$ cat config.mk
export PLATFORM = sky130hd
export DESIGN_NAME = keyword_token_classifier
export DESIGN_NICKNAME = d
export VERILOG_FILES = /design/src/kwtc_pkg.sv /design/src/keyword_token_classifier.sv /design/src/kwtc_front.sv /design/src/kwtc_queue.sv /design/src/kwtc_back.sv
export SDC_FILE = /design/constraint.sdc
export NUM_CORES = 1
export LEC_CHECK = 0
export BUFFER_PORTS_ARGS = -buffer_cell sky130_fd_sc_hd__buf_2
export CAP_MARGIN = 25
export CORE_MARGIN = 2
export CORE_UTILIZATION = 69
export CTS_BUF_LIST = sky130_fd_sc_hd__clkbuf_8
export DETAILED_ROUTE_END_ITERATION = 12
export PLACE_DENSITY = 0.86
export SLEW_MARGIN = 5
export SYNTH_ARGS = -nofsm -noshare
export SYNTH_HDL_FRONTEND = slang
export SYNTH_SLANG_ARGS = --single-unit
$ cat constraint.sdc
create_clock -name clk -period 4.3 [get_ports clk]
set_input_delay 0 -clock clk [delete_from_list [all_inputs] [get_ports clk]]
set_output_delay 0 -clock clk [all_outputs]
set_load 0.02 [all_outputs]
$ cat src/kwtc_pkg.sv
// Package with the shared types, constants and automaton tables of the keyword token classifier.
`timescale 1ns / 1ps

package kwtc_pkg;

    localparam int MAX_LEXEME = 63;
    localparam int LEN_W = 6;
    localparam logic [LEN_W-1:0] LEN_CAP = LEN_W'((MAX_LEXEME < 63) ? MAX_LEXEME : 63);

    localparam int QUEUE_DEPTH = 4;
    localparam int QPTR_W = $clog2(QUEUE_DEPTH);
    localparam int QCNT_W = $clog2(QUEUE_DEPTH + 1);

    localparam logic [7:0] CHAR_SPACE = 8'h20;
    localparam logic [7:0] CHAR_UNDERSCORE = 8'h5f;

    localparam logic [4:0] CLS_ERROR      = 5'd0;
    localparam logic [4:0] CLS_RESERVED   = 5'd1;
    localparam logic [4:0] CLS_BOOLEAN    = 5'd2;
    localparam logic [4:0] CLS_LPAREN     = 5'd3;
    localparam logic [4:0] CLS_RPAREN     = 5'd4;
    localparam logic [4:0] CLS_LBRACE     = 5'd5;
    localparam logic [4:0] CLS_RBRACE     = 5'd6;
    localparam logic [4:0] CLS_COMMA      = 5'd7;
    localparam logic [4:0] CLS_SEMICOLON  = 5'd8;
    localparam logic [4:0] CLS_PLUS       = 5'd9;
    localparam logic [4:0] CLS_MINUS      = 5'd10;
    localparam logic [4:0] CLS_STAR       = 5'd11;
    localparam logic [4:0] CLS_SLASH      = 5'd12;
    localparam logic [4:0] CLS_LT         = 5'd13;
    localparam logic [4:0] CLS_NE         = 5'd14;
    localparam logic [4:0] CLS_LE         = 5'd15;
    localparam logic [4:0] CLS_GT         = 5'd16;
    localparam logic [4:0] CLS_GE         = 5'd17;
    localparam logic [4:0] CLS_ASSIGN     = 5'd18;
    localparam logic [4:0] CLS_EQ         = 5'd19;
    localparam logic [4:0] CLS_IDENTIFIER = 5'd20;
    localparam logic [4:0] CLS_NUMBER     = 5'd21;
    localparam logic [4:0] CLS_COMMENT    = 5'd22;

    typedef enum logic [6:0] {
        S_START, S_ERR, S_NUM, S_IDENT, S_CBODY, S_CSTAR, S_CDONE,
        S_SLASH, S_LT, S_NE, S_LE, S_GT, S_GE, S_ASSIGN, S_EQ,
        S_PLUS, S_MINUS, S_STAR, S_LPAREN, S_RPAREN, S_LBRACE, S_RBRACE,
        S_COMMA, S_SEMICOLON,
        S_P, S_PR, S_PRI, S_PRIN, S_PRINT, S_PRO, S_PROC,
        S_V, S_VO, S_VOI, S_VOID,
        S_W, S_WH, S_WHI, S_WHIL, S_WHILE,
        S_E, S_EL, S_ELS, S_ELSE,
        S_D, S_DO,
        S_B, S_BO, S_BOO, S_BOOL,
        S_I, S_IF, S_IN, S_INT,
        S_S, S_SE, S_SEM, S_SEMI, S_SEMIC,
        S_T, S_TR, S_TRU, S_TRUE,
        S_F, S_FA, S_FAL, S_FALS, S_FALSE
    } scan_state_t;

    typedef struct packed {
        scan_state_t      state;
        logic [LEN_W-1:0] len;
    } tok_entry_t;

    typedef struct packed {
        logic       push;
        tok_entry_t entry;
    } tok_write_t;

    function automatic logic is_digit(input logic [7:0] c);
        return (c >= "0") && (c <= "9");
    endfunction

    function automatic logic is_alpha(input logic [7:0] c);
        return ((c >= "a") && (c <= "z")) || ((c >= "A") && (c <= "Z"));
    endfunction

    function automatic scan_state_t start_state(input logic [7:0] c);
        scan_state_t nxt;
        nxt = S_ERR;
        if (is_digit(c))
        begin
            nxt = S_NUM;
        end
        else if (c == CHAR_UNDERSCORE)
        begin
            nxt = S_IDENT;
        end
        else
        begin
            case (c)
                "p": nxt = S_P;
                "v": nxt = S_V;
                "w": nxt = S_W;
                "e": nxt = S_E;
                "d": nxt = S_D;
                "b": nxt = S_B;
                "i": nxt = S_I;
                "s": nxt = S_S;
                "t": nxt = S_T;
                "f": nxt = S_F;
                "/": nxt = S_SLASH;
                "<": nxt = S_LT;
                ">": nxt = S_GT;
                "=": nxt = S_ASSIGN;
                "+": nxt = S_PLUS;
                "-": nxt = S_MINUS;
                "*": nxt = S_STAR;
                "(": nxt = S_LPAREN;
                ")": nxt = S_RPAREN;
                "{": nxt = S_LBRACE;
                "}": nxt = S_RBRACE;
                ",": nxt = S_COMMA;
                ";": nxt = S_SEMICOLON;
                default: nxt = S_ERR;
            endcase
        end
        return nxt;
    endfunction

    function automatic scan_state_t next_state(input scan_state_t s, input logic [7:0] c);
        scan_state_t nxt;
        nxt = S_ERR;
        case (s)
            S_START:  nxt = start_state(c);
            S_NUM:    nxt = is_digit(c) ? S_NUM : S_ERR;
            S_IDENT:  nxt = is_alpha(c) ? S_IDENT : S_ERR;
            S_CBODY:  nxt = (c == "*") ? S_CSTAR : S_CBODY;
            S_CSTAR:  nxt = (c == "/") ? S_CDONE : ((c == "*") ? S_CSTAR : S_CBODY);
            S_CDONE:  nxt = S_CDONE;
            S_SLASH:  nxt = (c == "*") ? S_CBODY : S_ERR;
            S_LT:     nxt = (c == ">") ? S_NE : ((c == "=") ? S_LE : S_ERR);
            S_GT:     nxt = (c == "=") ? S_GE : S_ERR;
            S_ASSIGN: nxt = (c == "=") ? S_EQ : S_ERR;
            S_P:      nxt = (c == "r") ? S_PR : S_ERR;
            S_PR:     nxt = (c == "i") ? S_PRI : ((c == "o") ? S_PRO : S_ERR);
            S_PRI:    nxt = (c == "n") ? S_PRIN : S_ERR;
            S_PRIN:   nxt = (c == "t") ? S_PRINT : S_ERR;
            S_PRO:    nxt = (c == "c") ? S_PROC : S_ERR;
            S_V:      nxt = (c == "o") ? S_VO : S_ERR;
            S_VO:     nxt = (c == "i") ? S_VOI : S_ERR;
            S_VOI:    nxt = (c == "d") ? S_VOID : S_ERR;
            S_W:      nxt = (c == "h") ? S_WH : S_ERR;
            S_WH:     nxt = (c == "i") ? S_WHI : S_ERR;
            S_WHI:    nxt = (c == "l") ? S_WHIL : S_ERR;
            S_WHIL:   nxt = (c == "e") ? S_WHILE : S_ERR;
            S_E:      nxt = (c == "l") ? S_EL : S_ERR;
            S_EL:     nxt = (c == "s") ? S_ELS : S_ERR;
            S_ELS:    nxt = (c == "e") ? S_ELSE : S_ERR;
            S_D:      nxt = (c == "o") ? S_DO : S_ERR;
            S_B:      nxt = (c == "o") ? S_BO : S_ERR;
            S_BO:     nxt = (c == "o") ? S_BOO : S_ERR;
            S_BOO:    nxt = (c == "l") ? S_BOOL : S_ERR;
            S_I:      nxt = (c == "f") ? S_IF : ((c == "n") ? S_IN : S_ERR);
            S_IN:     nxt = (c == "t") ? S_INT : S_ERR;
            S_S:      nxt = (c == "e") ? S_SE : S_ERR;
            S_SE:     nxt = (c == "m") ? S_SEM : S_ERR;
            S_SEM:    nxt = (c == "i") ? S_SEMI : S_ERR;
            S_SEMI:   nxt = (c == "c") ? S_SEMIC : S_ERR;
            S_T:      nxt = (c == "r") ? S_TR : S_ERR;
            S_TR:     nxt = (c == "u") ? S_TRU : S_ERR;
            S_TRU:    nxt = (c == "e") ? S_TRUE : S_ERR;
            S_F:      nxt = (c == "a") ? S_FA : S_ERR;
            S_FA:     nxt = (c == "l") ? S_FAL : S_ERR;
            S_FAL:    nxt = (c == "s") ? S_FALS : S_ERR;
            S_FALS:   nxt = (c == "e") ? S_FALSE : S_ERR;
            default:  nxt = S_ERR;
        endcase
        return nxt;
    endfunction

    function automatic logic [4:0] final_class(input scan_state_t s);
        logic [4:0] cls;
        case (s)
            S_NUM:       cls = CLS_NUMBER;
            S_IDENT:     cls = CLS_IDENTIFIER;
            S_CDONE:     cls = CLS_COMMENT;
            S_SLASH:     cls = CLS_SLASH;
            S_LT:        cls = CLS_LT;
            S_NE:        cls = CLS_NE;
            S_LE:        cls = CLS_LE;
            S_GT:        cls = CLS_GT;
            S_GE:        cls = CLS_GE;
            S_ASSIGN:    cls = CLS_ASSIGN;
            S_EQ:        cls = CLS_EQ;
            S_PLUS:      cls = CLS_PLUS;
            S_MINUS:     cls = CLS_MINUS;
            S_STAR:      cls = CLS_STAR;
            S_LPAREN:    cls = CLS_LPAREN;
            S_RPAREN:    cls = CLS_RPAREN;
            S_LBRACE:    cls = CLS_LBRACE;
            S_RBRACE:    cls = CLS_RBRACE;
            S_COMMA:     cls = CLS_COMMA;
            S_SEMICOLON: cls = CLS_SEMICOLON;
            S_PRINT, S_PROC, S_VOID, S_WHILE, S_ELSE, S_DO, S_BOOL,
            S_IF, S_INT, S_SEMIC:
                         cls = CLS_RESERVED;
            S_TRUE, S_FALSE:
                         cls = CLS_BOOLEAN;
            default:     cls = CLS_ERROR;
        endcase
        return cls;
    endfunction

endpackage

$ cat src/keyword_token_classifier.sv
// Top level of the keyword token classifier.
`timescale 1ns / 1ps

// The block reads a text stream one byte per transfer and reports one result per
// space-delimited lexeme: its token class and its length, saturating at 63.
// Input channel: a byte transfers on a clock edge with push high and full low.
// Output channel: while empty is low the oldest result is on token_class and
// lexeme_length; it transfers on a clock edge with pop high.
// Throughput is one byte per cycle while full is low; the automaton step and
// the length count finish in the cycle the byte transfers.
// A result is written into the queue at the edge at which the space that ends
// its lexeme transfers, and moves on into the output register when that is free.
// A four-entry queue sits between the automaton and the output register, so
// bytes keep flowing while the consumer stalls; full rises when that queue
// holds four results.
// Reset clears the automaton to its start state, the length count, the queue
// and the valid flag of the output register; no result is pending after reset.

module keyword_token_classifier (
    input  logic       clk,
    input  logic       rst_n,
    input  logic       push,
    output logic       full,
    input  logic [7:0] char_in,
    output logic       empty,
    input  logic       pop,
    output logic [4:0] token_class,
    output logic [5:0] lexeme_length
);

    import kwtc_pkg::*;

    tok_write_t wr;
    tok_entry_t rd_entry;
    logic       rd;
    logic       q_full;
    logic       q_empty;
    logic       accept;

    assign full   = q_full;
    assign accept = push && !q_full;

    kwtc_front u_front (
        .clk     (clk),
        .rst_n   (rst_n),
        .accept  (accept),
        .char_in (char_in),
        .wr      (wr)
    );

    kwtc_queue u_queue (
        .clk      (clk),
        .rst_n    (rst_n),
        .wr       (wr),
        .rd       (rd),
        .rd_entry (rd_entry),
        .q_full   (q_full),
        .q_empty  (q_empty)
    );

    kwtc_back u_back (
        .clk           (clk),
        .rst_n         (rst_n),
        .rd_entry      (rd_entry),
        .q_empty       (q_empty),
        .rd            (rd),
        .pop           (pop),
        .empty         (empty),
        .token_class   (token_class),
        .lexeme_length (lexeme_length)
    );

endmodule

$ cat src/kwtc_front.sv
// Front end: accepts text bytes, runs the lexeme automaton and counts lexeme length.
`timescale 1ns / 1ps

module kwtc_front (
    input  logic              clk,
    input  logic              rst_n,
    input  logic              accept,
    input  logic [7:0]        char_in,
    output kwtc_pkg::tok_write_t wr
);

    import kwtc_pkg::*;

    scan_state_t      state_reg;
    scan_state_t      state_next;
    logic [LEN_W-1:0] len_reg;
    logic [LEN_W-1:0] len_next;
    logic [LEN_W-1:0] len_inc;
    logic             is_space;
    logic             comment_open;

    assign is_space     = (char_in == CHAR_SPACE);
    assign comment_open = (state_reg == S_CBODY) || (state_reg == S_CSTAR);
    assign len_inc      = (len_reg < LEN_CAP) ? len_reg + LEN_W'(1) : len_reg;

    always_comb
    begin
        state_next = state_reg;
        len_next   = len_reg;
        if (accept)
        begin
            if (is_space)
            begin
                if (comment_open)
                begin
                    state_next = S_CBODY;
                    len_next   = len_inc;
                end
                else if (state_reg != S_START)
                begin
                    state_next = S_START;
                    len_next   = '0;
                end
            end
            else
            begin
                state_next = next_state(state_reg, char_in);
                len_next   = len_inc;
            end
        end
    end

    always_comb
    begin
        wr.push        = accept && is_space && !comment_open && (state_reg != S_START);
        wr.entry.state = state_reg;
        wr.entry.len   = len_reg;
    end

    always_ff @(posedge clk or negedge rst_n)
    begin
        if (!rst_n)
        begin
            state_reg <= S_START;
            len_reg   <= '0;
        end
        else
        begin
            state_reg <= state_next;
            len_reg   <= len_next;
        end
    end

endmodule

$ cat src/kwtc_queue.sv
// Short queue of finished lexemes between the front end and the result stage.
`timescale 1ns / 1ps

module kwtc_queue (
    input  logic                 clk,
    input  logic                 rst_n,
    input  kwtc_pkg::tok_write_t wr,
    input  logic                 rd,
    output kwtc_pkg::tok_entry_t rd_entry,
    output logic                 q_full,
    output logic                 q_empty
);

    import kwtc_pkg::*;

    tok_entry_t        mem [QUEUE_DEPTH];
    logic [QPTR_W-1:0] wr_ptr_reg;
    logic [QPTR_W-1:0] rd_ptr_reg;
    logic [QCNT_W-1:0] count_reg;
    logic              do_wr;
    logic              do_rd;

    assign q_full   = (count_reg == QCNT_W'(QUEUE_DEPTH));
    assign q_empty  = (count_reg == '0);
    assign do_wr    = wr.push && !q_full;
    assign do_rd    = rd && !q_empty;
    assign rd_entry = mem[rd_ptr_reg];

    function automatic logic [QPTR_W-1:0] ptr_inc(input logic [QPTR_W-1:0] p);
        return (p == QPTR_W'(QUEUE_DEPTH - 1)) ? '0 : p + QPTR_W'(1);
    endfunction

    always_ff @(posedge clk)
    begin
        if (do_wr)
        begin
            mem[wr_ptr_reg] <= wr.entry;
        end
    end

    always_ff @(posedge clk or negedge rst_n)
    begin
        if (!rst_n)
        begin
            wr_ptr_reg <= '0;
            rd_ptr_reg <= '0;
            count_reg  <= '0;
        end
        else
        begin
            if (do_wr)
            begin
                wr_ptr_reg <= ptr_inc(wr_ptr_reg);
            end
            if (do_rd)
            begin
                rd_ptr_reg <= ptr_inc(rd_ptr_reg);
            end
            if (do_wr && !do_rd)
            begin
                count_reg <= count_reg + QCNT_W'(1);
            end
            else if (do_rd && !do_wr)
            begin
                count_reg <= count_reg - QCNT_W'(1);
            end
        end
    end

endmodule

$ cat src/kwtc_back.sv
// Back end: maps each finished lexeme to its class and holds the result for the consumer.
`timescale 1ns / 1ps

module kwtc_back (
    input  logic                 clk,
    input  logic                 rst_n,
    input  kwtc_pkg::tok_entry_t rd_entry,
    input  logic                 q_empty,
    output logic                 rd,
    input  logic                 pop,
    output logic                 empty,
    output logic [4:0]           token_class,
    output logic [5:0]           lexeme_length
);

    import kwtc_pkg::*;

    logic             valid_reg;
    logic [4:0]       class_reg;
    logic [LEN_W-1:0] len_reg;
    logic             slot_free;

    assign slot_free     = !valid_reg || pop;
    assign rd            = slot_free && !q_empty;
    assign empty         = !valid_reg;
    assign token_class   = class_reg;
    assign lexeme_length = len_reg;

    always_ff @(posedge clk)
    begin
        if (rd)
        begin
            class_reg <= final_class(rd_entry.state);
            len_reg   <= rd_entry.len;
        end
    end

    always_ff @(posedge clk or negedge rst_n)
    begin
        if (!rst_n)
        begin
            valid_reg <= 1'b0;
        end
        else if (slot_free)
        begin
            valid_reg <= !q_empty;
        end
    end

endmodule

Yosys cells after proc, flatten, opt, wreduce, memory -nomap -nowiden
Memories as Yosys holds them, arrays and structs flattened. A register that Yosys moved wholly into a read port is not among the register bits.
Index checks and enable logic that the tools add are counted.
- input port bits: 12
- output and inout port bits: 13
- word-level logic and storage cells: 186
- memory bits (read-only): 640
- memories kept: 2
- flip-flop bits (word level): 27
- memory bits (writable): 52
- memories (memory ; words ; width ; rd ports ; clocked after Yosys merged registers in ; write ports ; RTL line ; RTL):
    (no name shown) ; 128 ; 5 ; 1 ; 1 ; 0 ; kwtc_pkg.sv:172 ; case (s)
    u_queue.mem ; 4 ; 13 ; 1 ; 0 ; 1 ; kwtc_queue.sv:16 ; tok_entry_t mem [QUEUE_DEPTH];
- reduce and logical (&&, ||, !) cells: 26
- magnitude comparators: 7
- equality and inequality tests: 79
- muxes and demuxes: 60
- $add $sub $neg: 5
- operators by type and width (operator ; number):
    one-hot mux 7 bit (42 select lines) ; 1
    == test 8 x 7 -> 1 bit, second input constant ; 22
    2-to-1 mux 6 bit ; 27
    == test 7 x 6 -> 1 bit, second input constant ; 23
    one-hot mux 6 bit (23 select lines) ; 1
    == test 8 x 6 -> 1 bit, second input constant ; 12
    2-to-1 mux 7 bit ; 13
    == test 7 x 5 -> 1 bit, second input constant ; 6
    == test 7 x 3 -> 1 bit, second input constant ; 4
    2-to-1 mux 5 bit ; 5
    == test 7 x 4 -> 1 bit, second input constant ; 3
    == test 7 bit, second input constant ; 3
    >= comparator 8 x 7 -> 1 bit, second input constant ; 2
    <= comparator 8 x 7 -> 1 bit, second input constant ; 2
    == test 7 x 2 -> 1 bit, second input constant ; 2
    logical AND 1 bit ; 12
    2-to-1 mux 4 bit ; 3
    2-to-1 mux 3 bit ; 3
    >= comparator 8 x 6 -> 1 bit, second input constant ; 1
    <= comparator 8 x 6 -> 1 bit, second input constant ; 1
    2-to-1 mux 2 bit ; 4
    logical NOT 7 bit ; 1
    nonzero test 7 bit ; 1
    adder 6 x 1 -> 6 bit, second input constant ; 1
    other kinds (13) ; 24

Depth between registers and ports, before layout
- depth in word-level cells: 11
- depth in mapped cells: 13
- depth with buffers taken out: 11

Cells and area by module
Synthesis repeated with hierarchy kept, for this count alone.
- cells, all modules: 580
- area total of the unflattened synthesis: 5968.2 um^2
- modules (own cells, without submodules) (module ; seq. area each (um^2) ; area an instance (um^2) ; instances ; cells each):
    kwtc_front ; 325.3 ; 2842.7 ; 1 ; 406
    kwtc_queue ; 1736.7 ; 2338.5 ; 1 ; 105
    kwtc_back ; 355.3 ; 773.2 ; 1 ; 68
    keyword_token_classifier ; 0.0 ; 13.8 ; 1 ; 1

Worst setup path after synthesis
No wires, ideal clock.
- path type: register to register
- from: register u_front.state_reg[0]
- to: register u_queue.count_reg[2]
- setup time: 79 ps
- arrival time: 2657 ps
- path slack: 1564 ps
- path buffers: 2
- period minus slack after synthesis: 2736 ps
- cell stages (with the launch flop): 14
- required time: 4221 ps
- path through: dfrtp_1 -> clkbuf_1 -> or2_2 -> clkbuf_1 -> nor2_1 -> nand2_1 -> nand2_1 -> nor2_1 -> ha_1 -> inv_1 -> fa_1 -> xor2_1 -> nor2_1 -> xor2_1
- word-level cells in the longest chain between the ends: 9
- elaborated cells between the ends (all ways): 13
- those cells by class: eq/ne (2); mux (1); reduce/logical (10)
- ends and longest elaborated chain (element ; RTL line ; RTL):
    start, declared ; kwtc_front.sv:14 ; scan_state_t state_reg;
    start signal, assigned ; kwtc_front.sv:69 ; state_reg <= state_next;
    == test 7 x 3 -> 1 bit ; kwtc_front.sv:23 ; assign comment_open = (state_reg == S_CBODY) || (state_reg == S_CSTAR);
    logical OR 1 bit ; kwtc_front.sv:23 ;
    logical NOT 1 bit ; kwtc_front.sv:55 ; wr.push = accept && is_space && !comment_open && (state_reg != S_START);
    logical AND 1 bit ; kwtc_front.sv:55 ;
    logical AND 1 bit (*) ; kwtc_front.sv:55 ;
    logical AND 1 bit (*) ; kwtc_queue.sv:25 ; assign do_wr = wr.push && !q_full;
    net u_queue.do_wr ; kwtc_queue.sv:20 ; logic do_wr;
    logical NOT 1 bit ; kwtc_queue.sv:63 ; else if (do_rd && !do_wr)
    logical AND 1 bit ; kwtc_queue.sv:63 ;
    nonzero test 2 bit (no line) ; -- ;
    end signal, assigned ; kwtc_queue.sv:61 ; count_reg <= count_reg + QCNT_W'(1);
    end signal, assigned ; kwtc_queue.sv:65 ; count_reg <= count_reg - QCNT_W'(1);
    end, declared ; kwtc_queue.sv:19 ; logic [QCNT_W-1:0] count_reg;
The timed path passes the listed nets; every way through them passes the cells marked *.
A chain may end at the register's enable or synchronous reset.

Worst setup path after layout
- from: register u_front.state_reg[3]
- to: register u_queue.count_reg[2]
The elaborated chain is that of the path after synthesis.

==> results.json <==
{
  "antenna_found_initial": 0,
  "synthSimpleGateAreaFrac": 0.235,
  "required_ns": 4.59,
  "outcome": "complete, no violations",
  "synth-adder-area-share": 0.0347,
  "ant_nets": 0,
  "synth-compound-area-share": 0.169,
  "rsz0062_at_grt": "no",
  "synthesis.nets": 607,
  "max-clock-path-buffers": 2,
  "synth_mux_area_frac": 0.0723,
  "synth_edf_count": 63,
  "initial_utilization": 0.721,
  "gr-total-overflow": 0,
  "synth_cell_types": 75,
  "dp_hpwl_um": 11900,
  "drv_cap": 0,
  "grt_pass1_vias": 4911,
  "drt-total-wl_um": 18000,
  "tightest_slew_ns": 0.929,
  "hold_viol": 0,
  "timing.rr.start": "u_front.state_reg[3]",
  "drc_errors": 0,
  "synth_top_family_by_area": "simple AND/OR/NAND/NOR gates",
  "critPathMaxFanout": 30,
  "synth_flop_cell": "edfxtp_1",
  "largest_reg_flops": 52,
  "final_common_cell": "edfxtp_1",
  "ys_seq_area_frac": 0.430,
  "final_nets": 606,
  "grtUsageTotal": 0.424,
  "fin_area_mm2": 0.00595,
  "power.total_mw": 3.03,
  "ir_drop_mv": 0.231,
  "numCtsBuffers": 9,
  "grt_pass1_wl_um": 27800,
  "ys_warn_count": 0,
  "skew_ns": 0.0127,
  "period_share": 0.738,
  "drt_pre_antenna_iters": 7,
  "diodes": 0,
  "gp_congestion": 1.13,
  "hold_path.class": "input pin to async pin",
  "wl_per_cell_um": 26.3,
  "area_growth_pct": 5.80,
  "place_ws_ns": 1.27,
  "via_per_inst": 7.68,
  "die_height_um": 94.3,
  "cp-end-kind": "flop",
  "drtIter0Drc": 1222,
  "syn_avg_cell_area_um2": 9.70,
  "layout_common_cells": "edfxtp_1 (63), nand2_1 (59), nor2_1 (46)",
  "setup_viol": 0,
  "r2r_cells": 12,
  "r2r_end": "u_queue.count_reg[2]",
  "final_core_util": 0.763,
  "dieArea_mm2": 0.00889,
  "grt_max_degree": 31,
  "cts_tree": "built",
  "core_mm2": 0.00781,
  "crit_type": "flop to flop",
  "postSynthCellCount": 580,
  "power_density_mw_per_mm2": 509,
  "fin_ws_ns": 1.13,
  "slew_violations": 0,
  "htree_num_levels": 3,
  "rows": 32,
  "portBuffers": 24,
  "max-slew-margin-rel": 0.381,
  "cts_setup_buffers": 0,
  "vias": 5270,
  "synth-async-reset-ratio": 0.250,
  "synth_area_mm2": 0.00563,
  "cts.sinks": 84,
  "fin_crit_ns": 3.17,
  "startpoint_type": "flop",
  "ys_ff_latch": 84,
  "placed_cell_area_mm2": 0.00574,
  "ios": 25,
  "p_leak_nw": 2.12,
  "clkTransAtPathRegs_ns": 0.09,
  "clockRootBuffer": "clkbuf_8",
  "die_width_um": 94.3,
  "fmax_mhz": 315,
  "synth_xor_area_frac": 0.0124,
  "setup_tns_ns": 0,
  "crit_arrival_ns": 3.46,
  "drive_above_1_share": 0.142,
  "r2r_slack_ns": 1.13,
  "clkLatencyLatePin_ns": 0.36
}
-- per-layer routing --
metal	part of all wire	up-vias	global-route usage	wire length, µm
met1	0.34	2415	0.520	6160
met2	0.48	514	0.711	8740
met3	0.11	125	0.0859	1990
met5	0	-	0	0
met4	0.063	0	0.219	1140
li1	-	2216	-	-
-- cells in the mapped netlist, drive strengths merged (6+ instances only) --
cell,n,area [µm²]
mux2i,8,80.1
nand2b,11,68.8
a21oi,25,125
nor3,18,101
buf,19,101
nand4,14,87.6
nand3,23,115
mux4,12,270
o21ai,39,195
a31oi,9,56.3
nor4,9,56.3
nor2,46,173
o22ai,10,62.6
nand2,59,221
clkbuf,28,105
nor2b,7,43.8
and2,7,43.8
edfxtp,63,1890
ha,14,175
inv,15,56.3
dfrtp,21,526
nor3b,6,45.0
-- critical path, stage by stage (launching register included) --
cell	delay [ns]
dfrtp_1	0.95
or2_2	0.31
nor2_1	0.10
nand2_1	0.11
nand2_1	0.11
nor2_1	0.16
buf_4	0.20
ha_1	0.21
inv_1	0.06
fa_1	0.39
xor2_1	0.16
nor2_1	0.13
xor2_1	0.19
-- report_power, final --
group	switching, mW	leakage, nW	internal (mW)
Clock	0.294	0.0899	0.270
Sequential	0.206	0.864	1.04
Combinational	0.759	1.16	0.463
Total	1.26	2.12	1.77
-- stage by stage --
stage | hold WS (ns) | instances
6_report | 0.151 | 686
5_1_grt | 0.190 | 686
4_1_cts | 0.151 | 686
3_5_place_dp | 0.0104 | 668
3_3_place_gp | 0.00228 | 668
2_1_floorplan | -0.296 | 580
-- worst max path at each step --
stage | startpoint | to | slack (ns) | cells after the start
floorplan | u_front.state_reg[0] | u_queue.count_reg[2] | 1.56 | 13
global placement | u_front.state_reg[3] | u_queue.count_reg[1] | 1.42 | 10
detailed placement | u_front.state_reg[3] | u_queue.count_reg[2] | 1.27 | 12
CTS | u_front.state_reg[3] | u_queue.count_reg[1] | 1.23 | 10
global route | u_queue.rd_ptr_reg[0] | u_back.token_class[0] | 0.95 | 8
finish | u_front.state_reg[3] | u_queue.count_reg[2] | 1.13 | 12
-- logic make-up after synthesis --
kind of cell               count (synthesis)
adders and majority gates                 15
xor gates and xnor gates                   8
DFF                                       84
buffers and inverters                     62
and+or+nand+nor                          243
muxes                                     25
AOI/OAI and AO/OA                        143
-- timing repair --
action                     CTS  global route
resized for setup            0             0
hold endpoints to repair    22             0
setup endpoints to repair    0             0
hold buffers                 2             0
-- cell type report --
type                    count  area [µm²]
inverters                  15        56.3
clock buffers               9         124
clock inverters             7        73.8
multi-input cells         434        2950
well taps                 102         128
flip-flops and latches     84        2420
fillers                   499        1850
repair buffers             35         208
Note: power is estimated with default switching activity, not from simulation.
